--- config.mk ---
export PLATFORM = sky130hd
export DESIGN_NAME = lwbc_ctrl
export DESIGN_NICKNAME = d
export VERILOG_FILES = /design/src/design/lwbc_pkg.sv /design/src/design/lwbc_ctrl.sv
export SDC_FILE = /design/constraint.sdc
export NUM_CORES = 1
export LEC_CHECK = 0
export BUFFER_PORTS_ARGS = -buffer_cell sky130_fd_sc_hd__buf_4
export CORE_AREA = 2 2 39 41
export DETAILED_ROUTE_END_ITERATION = 12
export DIE_AREA = 0 0 41 43
export HOLD_SLACK_MARGIN = 0.15
export PLACE_DENSITY = 0.32
export SLEW_MARGIN = 20
export SYNTH_ARGS = -nofsm -noshare
export SYNTH_HDL_FRONTEND = slang
export SYNTH_SLANG_ARGS = --single-unit
--- constraint.sdc ---
create_clock -name clk_i -period 2.3 [get_ports clk_i]
set_clock_uncertainty 0.15 [all_clocks]
set_input_delay 0.115 -clock clk_i [delete_from_list [all_inputs] [get_ports clk_i]]
set_output_delay 0.115 -clock clk_i [all_outputs]
set_load 0.02 [all_outputs]
--- src/design/lwbc_pkg.sv ---
// Package with the sizes, command and status types of the block cache tag engine.
package lwbc_pkg;

  localparam int unsigned SLOTS    = 1024;
  localparam int unsigned ADDR_W   = $clog2(SLOTS);
  localparam int unsigned CNT_W    = ADDR_W + 1;
  localparam int unsigned OFFSET_W = 48;
  localparam int unsigned SLOT_W   = 10;

  localparam logic REQ_READ  = 1'b0;
  localparam logic REQ_WRITE = 1'b1;

  typedef struct packed {
    logic capture;
    logic clr_idx;
    logic scan;
    logic decide;
    logic update;
  } cmd_t;

  typedef struct packed {
    logic pass_done;
    logic out_free;
  } status_t;

endpackage

--- src/design/lwbc_ctrl.sv ---
// Controller state machine that sequences the tag scan, the decision and the recency pass.
module lwbc_ctrl (
  input  logic             clk_i,
  input  logic             rst_ni,
  input  logic             in_valid_i,
  output logic             in_ready_o,
  input  lwbc_pkg::status_t status_i,
  output lwbc_pkg::cmd_t    cmd_o
);
  import lwbc_pkg::*;

  localparam logic [1:0] ST_IDLE   = 2'd0;
  localparam logic [1:0] ST_SCAN   = 2'd1;
  localparam logic [1:0] ST_DECIDE = 2'd2;
  localparam logic [1:0] ST_UPDATE = 2'd3;

  logic [1:0] state_q, state_d;

  always_comb begin
    state_d = state_q;
    cmd_o   = '0;
    unique case (state_q)
      ST_IDLE: begin
        if (in_valid_i) begin
          cmd_o.capture = 1'b1;
          cmd_o.clr_idx = 1'b1;
          state_d       = ST_SCAN;
        end
      end
      ST_SCAN: begin
        cmd_o.scan = 1'b1;
        if (status_i.pass_done) begin
          state_d = ST_DECIDE;
        end
      end
      ST_DECIDE: begin
        if (status_i.out_free) begin
          cmd_o.decide  = 1'b1;
          cmd_o.clr_idx = 1'b1;
          state_d       = ST_UPDATE;
        end
      end
      ST_UPDATE: begin
        cmd_o.update = 1'b1;
        if (status_i.pass_done) begin
          state_d = ST_IDLE;
        end
      end
      default: state_d = ST_IDLE;
    endcase
  end

  assign in_ready_o = (state_q == ST_IDLE);

  always_ff @(posedge clk_i or negedge rst_ni) begin
    if (!rst_ni) begin
      state_q <= ST_IDLE;
    end else begin
      state_q <= state_d;
    end
  end

endmodule

==> results.md, run 1 <==
* Status: finished, final reports clean
* Switching Power at 209 uW
* Die Span Y at 43 um
* CTS tree: yes
* Worst setup path category: flop to flop
* Fill cells at 158
* Worst-path fanout max at 4
* Power Total at 497 uW
* Max VDD drop at 0.000541 V
* Dpl ws at 0.655 ns
* Drt pass-1 iters at 2
* Hold Path Depth at 3
* Vias in the first global route at 157
* Share of layout cells above drive strength 1 at 47.2%
* Drt wl/cell at 8.52 um
* WL final at 443 um
* Final hold vios at 0
* Post-Syn Area at 198 um^2
* Hpwl dp at 340 um
* RSZ-0062 raised after global routing: no
* Dpl cells at 45
* Worst-path clk slew at 0.03 ns
* Largest net degree at the start of global routing at 5
* Setup ws final at 0.263 ns
* Setup TNS at 0 ns
* Synth Warn # at 0
* Register area share after synthesis at 25.3%
* Max-Cap Viols at 0
* Sequential share of power at 14.8%
* Post-route ant nets at 0
* Hold Path Class: input port to flop
* Min cycle time layout at 2.04 ns
* Critical Path AT at 2.03 ns
* # resized after CTS at 0
* Seq cells post-synth at 2
* Sw Ratio at 42.0%
* Largest register FFs at 2
* Internal power at 288 uW
* Post-Syn Instances at 19
* Avg Vias per Cell at 3.56
* Commonest non-fill, non-tap cell in the layout: buf_4
* Initial core utilization at 14.3%
* Clock Path Buffers at 2
* CP startpoint kind: flop
* Fin nets at 48
* GRT Util Overall at 5.92%
* Net Count, Synth at 29
* RR Startpoint: state_q[0]
* DIE AREA at 0.00176 mm^2
* Most frequent cells in the layout: buf_4, ha_1, dlygate4sd3_1, inv_1, clkbuf_4
* Drt drc at 0
* Placed cell areas at 293 um^2
* First-pass GRT wire length at 662 um
* Die W at 41 um
* Post-route insts no fill at 52
* Initial DRC count at 1
* Worst skew pair latency at 0.22 ns
* Reg2reg end: state_q[0]
* Worst Max-Slew Pin Slew at 0.214 ns
* Peak Freq at 491 MHz
* DR vias at 185
* Final Cell Area at 355 um^2
* Area grow syn2layout at 79.7%
* Fin crit share at 88.6%
* Root buf cell: clkbuf_4
* CP Launch Point: state_q[0]
* Setup crit end: state_q[0]
* Regs by FF count: state_q: 2 flops
* Mapped Avg Cell Area at 10.4 um^2
* Relative slew margins at 85.8%
* CP Data Required Time at 2.30 ns
* RD Place Congestion at 0.701
* Logic pwr share at 69.5%
* Input/output buffers at 10
* H-tree Lvls at 1
* R2R depth at 6
* # setup viols final at 0
* GRT Residual Overflow at 0
* Clock power share at 15.7%
* Leak at 0.189 nW
* I/O Pins at 11
* Core Rows at 14
* # clock sinks at 2
* Unique masters post-synth at 11
* R2r setup slk at 0.26 ns
* Pwr dens at 1400 mW/mm^2
* Diodes inserted at 0
* Core region area at 0.00138 mm^2
* Largest Register: state_q
* Critical path capture point type: flop
* Num CTS Buffers at 3
* Initial antenna violation count at 0
* Post-route core utilization at 25.7%
* Max Slew Vio Count at 0
* WHS at 0.182 ns
-- synth_stat cells --
| cell type | number | area share, % |
|---|---|---|
| and2_1 | 1 | 3.2 |
| nor2_1 | 2 | 3.8 |
| mux2i_1 | 1 | 5.1 |
| and2_2 | 1 | 3.8 |
| nand2b_1 | 1 | 3.2 |
| mux2_4 | 1 | 7.6 |
| dfrtp_1 | 2 | 25 |
| inv_1 | 3 | 5.7 |
| or2_2 | 1 | 3.2 |
| ha_1 | 5 | 32 |
| o221ai_2 | 1 | 7.6 |
-- power by group through the flow --
stage | Sequential [mW] | Combinational [mW] | Clock, mW
5_1_grt | 0.0763 | 0.383 | 0.0863
3_5_place_dp | 0.0743 | 0.331 | 0
6_report | 0.0737 | 0.345 | 0.0783
4_1_cts | 0.0740 | 0.354 | 0.0847
3_3_place_gp | 0.0758 | 0.330 | 0
2_1_floorplan | 0.0699 | 0.234 | 0
-- worst min-delay path by stage --
stage	startpoint	end
2_1_floorplan	rst_ni	state_q[0]
3_3_place_gp	rst_ni	state_q[0]
3_5_place_dp	rst_ni	state_q[0]
4_1_cts	status_i[0]	state_q[1]
5_1_grt	status_i[0]	state_q[1]
6_report	status_i[0]	state_q[1]
-- logic make-up after synthesis --
family | count (synthesis) | share of synthesized area [%]
AND/OR/NAND/NOR | 6 | 17.1
buffers and inverters | 3 | 5.70
multiplexers | 2 | 12.7
flip-flops | 2 | 25.3
adder cells (fa/ha/maj) | 5 | 31.6
AO/OA/AOI/OAI | 1 | 7.59
-- routing by layer --
metal | track usage (%) | part of all wire [%]
met2 | 8.13 | 46
met4 | 6.00 | 0
met5 | 0 | 0
met1 | 6.73 | 44
met3 | 1.57 | 10
-- worst max-delay path, cell delays in order, from the launching register on --
cell and delay, ns:
dfrtp_1 0.39, inv_1 0.14, ha_1 0.21, inv_1 0.06, o221ai_2 0.22, dlygate4sd3_1 0.61, mux2i_1 0.18
-- cell type report --
class	instances	area, um^2	area share (%)
multi-input combinational	14	136	38.4
timing repair buffer	14	115	32.4
sequential	2	50.0	14.1
clock buffer	3	22.5	6.34
tap	16	20.0	5.63
inverter	3	11.3	3.17
-- timing repair --
item / in CTS / in global routing
hold buffers: 4 / 0
setup buffers: 0 / 0
hold endpoints to repair: 3 / 0
No activity file was read; power rests on OpenSTA's default activity.
==> run 2, diff against run 1 <==
--- a/config.mk
+++ b/config.mk
@@ -5,12 +5,13 @@
 export SDC_FILE = /design/constraint.sdc
 export NUM_CORES = 1
 export LEC_CHECK = 0
-export BUFFER_PORTS_ARGS = -buffer_cell sky130_fd_sc_hd__buf_4
+export ABC_AREA = 1
+export BUFFER_PORTS_ARGS = -buffer_cell sky130_fd_sc_hd__clkbuf_2
 export CORE_AREA = 2 2 39 41
 export DETAILED_ROUTE_END_ITERATION = 12
 export DIE_AREA = 0 0 41 43
 export HOLD_SLACK_MARGIN = 0.15
-export PLACE_DENSITY = 0.32
+export PLACE_DENSITY = 0.34
 export SLEW_MARGIN = 20
 export SYNTH_ARGS = -nofsm -noshare
 export SYNTH_HDL_FRONTEND = slang
==> run 2 against run 1 <==
Effect of this change:
- utilization decreased by 0.90 points
- critical endpoint is now cmd_o[3]
- critical path type is now flop to primary output
- combinational power decreased by 12%
- synthesized area increased by 11%
- flip-flop and latch count unchanged
- setup slack improved by 0.53 ns
- hold slack improved by 0.012 ns
- synthesized cell count increased by 53%
- design area decreased by 3.5%
- non-clock buffer count decreased by 1
- wire length decreased by 6.3%
- sequential power about the same
- die area unchanged
==> results.md, run 2 <==
* Min cycle time layout at 1.51 ns (was 2.04 ns)
* Status: finished, final reports clean (unchanged)
* Main synth FF type: dfrtp_1 (unchanged)
* Hold path start: status_i[0] (unchanged)
* Max-Cap Viols at 0 (unchanged)
* # resized after CTS at 0 (unchanged)
* I/O Pins at 11 (unchanged)
* WL final at 415 um (was 443 um)
* Post-route ant nets at 0 (unchanged)
* Input/output buffers at 10 (unchanged)
* Main combinational cell family by area after synthesis: simple AND/OR/NAND/NOR gates (was adder cells)
* H-tree Lvls at 1 (unchanged)
* Seq cells post-synth at 2 (unchanged)
* Max VDD drop at 0.000429 V (was 0.000541 V)
* Net Count, Synth at 39 (was 29)
* Dpl ws at 0.973 ns (was 0.655 ns)
* Fin crit share at 65.6% (was 88.6%)
* Largest register FFs at 2 (unchanged)
* Largest net degree at the start of global routing at 5 (unchanged)
* EDFF count, synth at 0 (unchanged)
* Final hold vios at 0 (unchanged)
* Count leader, synth: nand2_1 (was ha_1)
* Die W at 41 um (unchanged)
* Critical path capture point type: primary output (was flop)
* Relative slew margins at 90.2% (was 85.8%)
* Fin nets at 57 (was 48)
* Setup TNS at 0 ns (unchanged)
* Top post-synthesis cells by count: nand2_1, inv_1, ha_1 (was ha_1, inv_1, dfrtp_1, nor2_1)
* Drt pass-1 iters at 2 (unchanged)
* DR vias at 216 (was 185)
* Commonest non-fill, non-tap cell in the layout: clkbuf_2 (was buf_4)
* Pwr dens at 1320 mW/mm^2 (was 1400 mW/mm^2)
* Asr flop ratio synth at 100% (unchanged)
* Post-Syn Area at 220 um^2 (was 198 um^2)
* Avg Vias per Cell at 3.54 (was 3.56)
* Drt drc at 0 (unchanged)
* # clock sinks at 2 (unchanged)
* Initial DRC count at 2 (was 1)
* Die Span Y at 43 um (unchanged)
* Unique masters post-synth at 9 (was 11)
* Regs by FF count: state_q: 2 flops (unchanged)
* CP top delay family: flip-flops (was buffers and inverters)
* Mapped Avg Cell Area at 7.59 um^2 (was 10.4 um^2)
* Synth top area share at 28.4% (was 31.6%)
* Initial core utilization at 15.9% (was 14.3%)
* RSZ-0062 raised after global routing: no (unchanged)
* Peak Freq at 662 MHz (was 491 MHz)
* # setup viols final at 0 (unchanged)
* Diodes inserted at 0 (unchanged)
* Synth Area in Compound Gates at 8.52% (was 7.59%)
* Largest Register: state_q (unchanged)
* Core Rows at 14 (unchanged)
* Most frequent cells in the layout: clkbuf_2, nand2_1, inv_1, ha_1 (was buf_4, ha_1, dlygate4sd3_1, inv_1, clkbuf_4)
* Worst setup path category: flop to primary output (was flop to flop)
* Max stage delay on crit path at 0.40 ns (was 0.61 ns)
* DIE AREA at 0.00176 mm^2 (unchanged)
* Leak at 0.219 nW (was 0.189 nW)
* Worst Max-Slew Pin Slew at 0.147 ns (was 0.214 ns)
* Fill cells at 174 (was 158)
* Register area share after synthesis at 22.7% (was 25.3%)
* CP Launch Point: state_q[0] (unchanged)
* Cell taking the most area after synthesis: ha_1 (unchanged)
* Worst skew pair latency at 0.22 ns (about the same)
* Worst-path clk slew at 0.03 ns (about the same)
* Share of layout cells above drive strength 1 at 37.8% (was 47.2%)
* Drt wl/cell at 6.80 um (was 8.52 um)
* First-pass GRT wire length at 765 um (was 662 um)
* Root buf cell: clkbuf_4 (unchanged)
* Post-Syn Instances at 29 (was 19)
* Hold Path Class: input port to flop (unchanged)
* RR Startpoint: state_q[0] (unchanged)
* Post-route insts no fill at 61 (was 52)
* Mux cell area share after synthesis at 0% (was 12.7%)
* CTS tree: yes (unchanged)
* Cell mode on critical path: nand2_1 (was inv_1)
* Num CTS Buffers at 3 (unchanged)
* Hpwl dp at 346 um (was 340 um)
* Area share of xor/xnor cells in the synthesized design at 0% (unchanged)
* Slowest-stage cell, CP: dfrtp_1 (was dlygate4sd3_1)
* Clock Path Buffers at 2 (unchanged)
* Worst-path fanout max at 4 (unchanged)
* Initial antenna violation count at 0 (unchanged)
* WHS at 0.194 ns (was 0.182 ns)
* Dpl cells at 55 (was 45)
* Synth Warn # at 0 (unchanged)
* Setup ws final at 0.790 ns (was 0.263 ns)
* GRT Residual Overflow at 0 (unchanged)
* Vias in the first global route at 213 (was 157)
* GRT Util Overall at 6.52% (was 5.92%)
* Area grow syn2layout at 55.7% (was 79.7%)
* Max Slew Vio Count at 0 (unchanged)
* Synth Area in Adders at 28.4% (was 31.6%)
* CP startpoint kind: flop (unchanged)
* Core region area at 0.00138 mm^2 (unchanged)
* Critical path, cell by cell: inv_1, ha_1, nand2_1, nand2_1, clkbuf_2 (was inv_1, ha_1, inv_1, o221ai_2, dlygate4sd3_1, mux2i_1)
* CP bufs+invs at 2 (was 3)
* RD Place Congestion at 0.686 (was 0.701)
* Critical Path AT at 1.24 ns (was 2.03 ns)
* Top post-synthesis cells by area: ha_1, dfrtp_1, nand2_1 (was ha_1, dfrtp_1, mux2_4)
* Synth Area in Simple Gates at 28.4% (was 17.1%)
* CP Data Required Time at 2.04 ns (was 2.30 ns)
[run 2: cell types whose count changed in the layout (fill, tap and decap cells not counted), moves of 2 or more]
cell / previous run / this run
nor2_1: 2 / 0
nand2_1: 0 / 9
buf_4: 10 / 0
nand3_1: 0 / 2
clkbuf_2: 0 / 10
inv_1: 3 / 6
nand2_2: 0 / 2
[run 2: worst paths after layout]
path                              endpoint  slack (ns)  depth (start not counted)
worst min register to register  state_q[0]        0.38                          2
min in group asynchronous       state_q[1]        0.60                          3
worst min-delay path            state_q[0]        0.19                          7
max in group asynchronous       state_q[0]        1.28                          3
worst max-delay path              cmd_o[3]        0.79                          5
worst max register to register  state_q[0]        0.97                          5
[run 2: logic make-up (layout without fill, tap and decap cells)]
logic type                 count (synthesis)  after routing
buffers and inverters                      7             23
and+or+nand+nor                           14             14
adders and majority gates                  5              5
DFF                                        2              2
AOI/OAI and AO/OA                          1              1
[run 2: metrics by stage]
stage	instance area [um^2]	total power, mW	utilization [%]
finish	343	0.453	24.8
global route	343	0.507	24.8
CTS	343	0.464	24.8
detailed placement	290	0.376	21.0
global placement	290	0.384	21.0
floorplan	220	0.302	-
[run 2: area by class of cell]
cell class	count	area, um^2	area share (%)
clock buffer	3	22.5	6.57
tap	16	20.0	5.84
timing repair buffer	13	80.1	23.4
inverter	7	26.3	7.66
sequential	2	50.0	14.6
multi-input combinational	20	144	42.0
[run 2: power breakdown]
group	internal, mW	switching (mW)
combinational	0.113	0.190
clock	0.0574	0.0188
sequential	0.0553	0.0184
[run 2: timing repair]
item | 4_1_cts | 5_1_grt
setup buffers | 0 | 0
hold buffers | 3 | 0
hold endpoints to repair | 4 | 0
[run 2: worst register-to-register path, stage by stage (launching register included)]
cell     delay [ns]
dfrtp_1        0.38
inv_1          0.10
ha_1           0.23
or2_1          0.21
nand3_1        0.09
nand2_1        0.06
[run 2: layer usage]
| metal | wire, um | vias up | track usage, % |
|---|---|---|---|
| met2 | 193 | 8 | 9.38 |
| met3 | 32 | 0 | 0 |
| met4 | 0 | 0 | 8.00 |
| met1 | 189 | 91 | 7.37 |
| met5 | 0 | - | 0 |
| li1 | - | 117 | - |
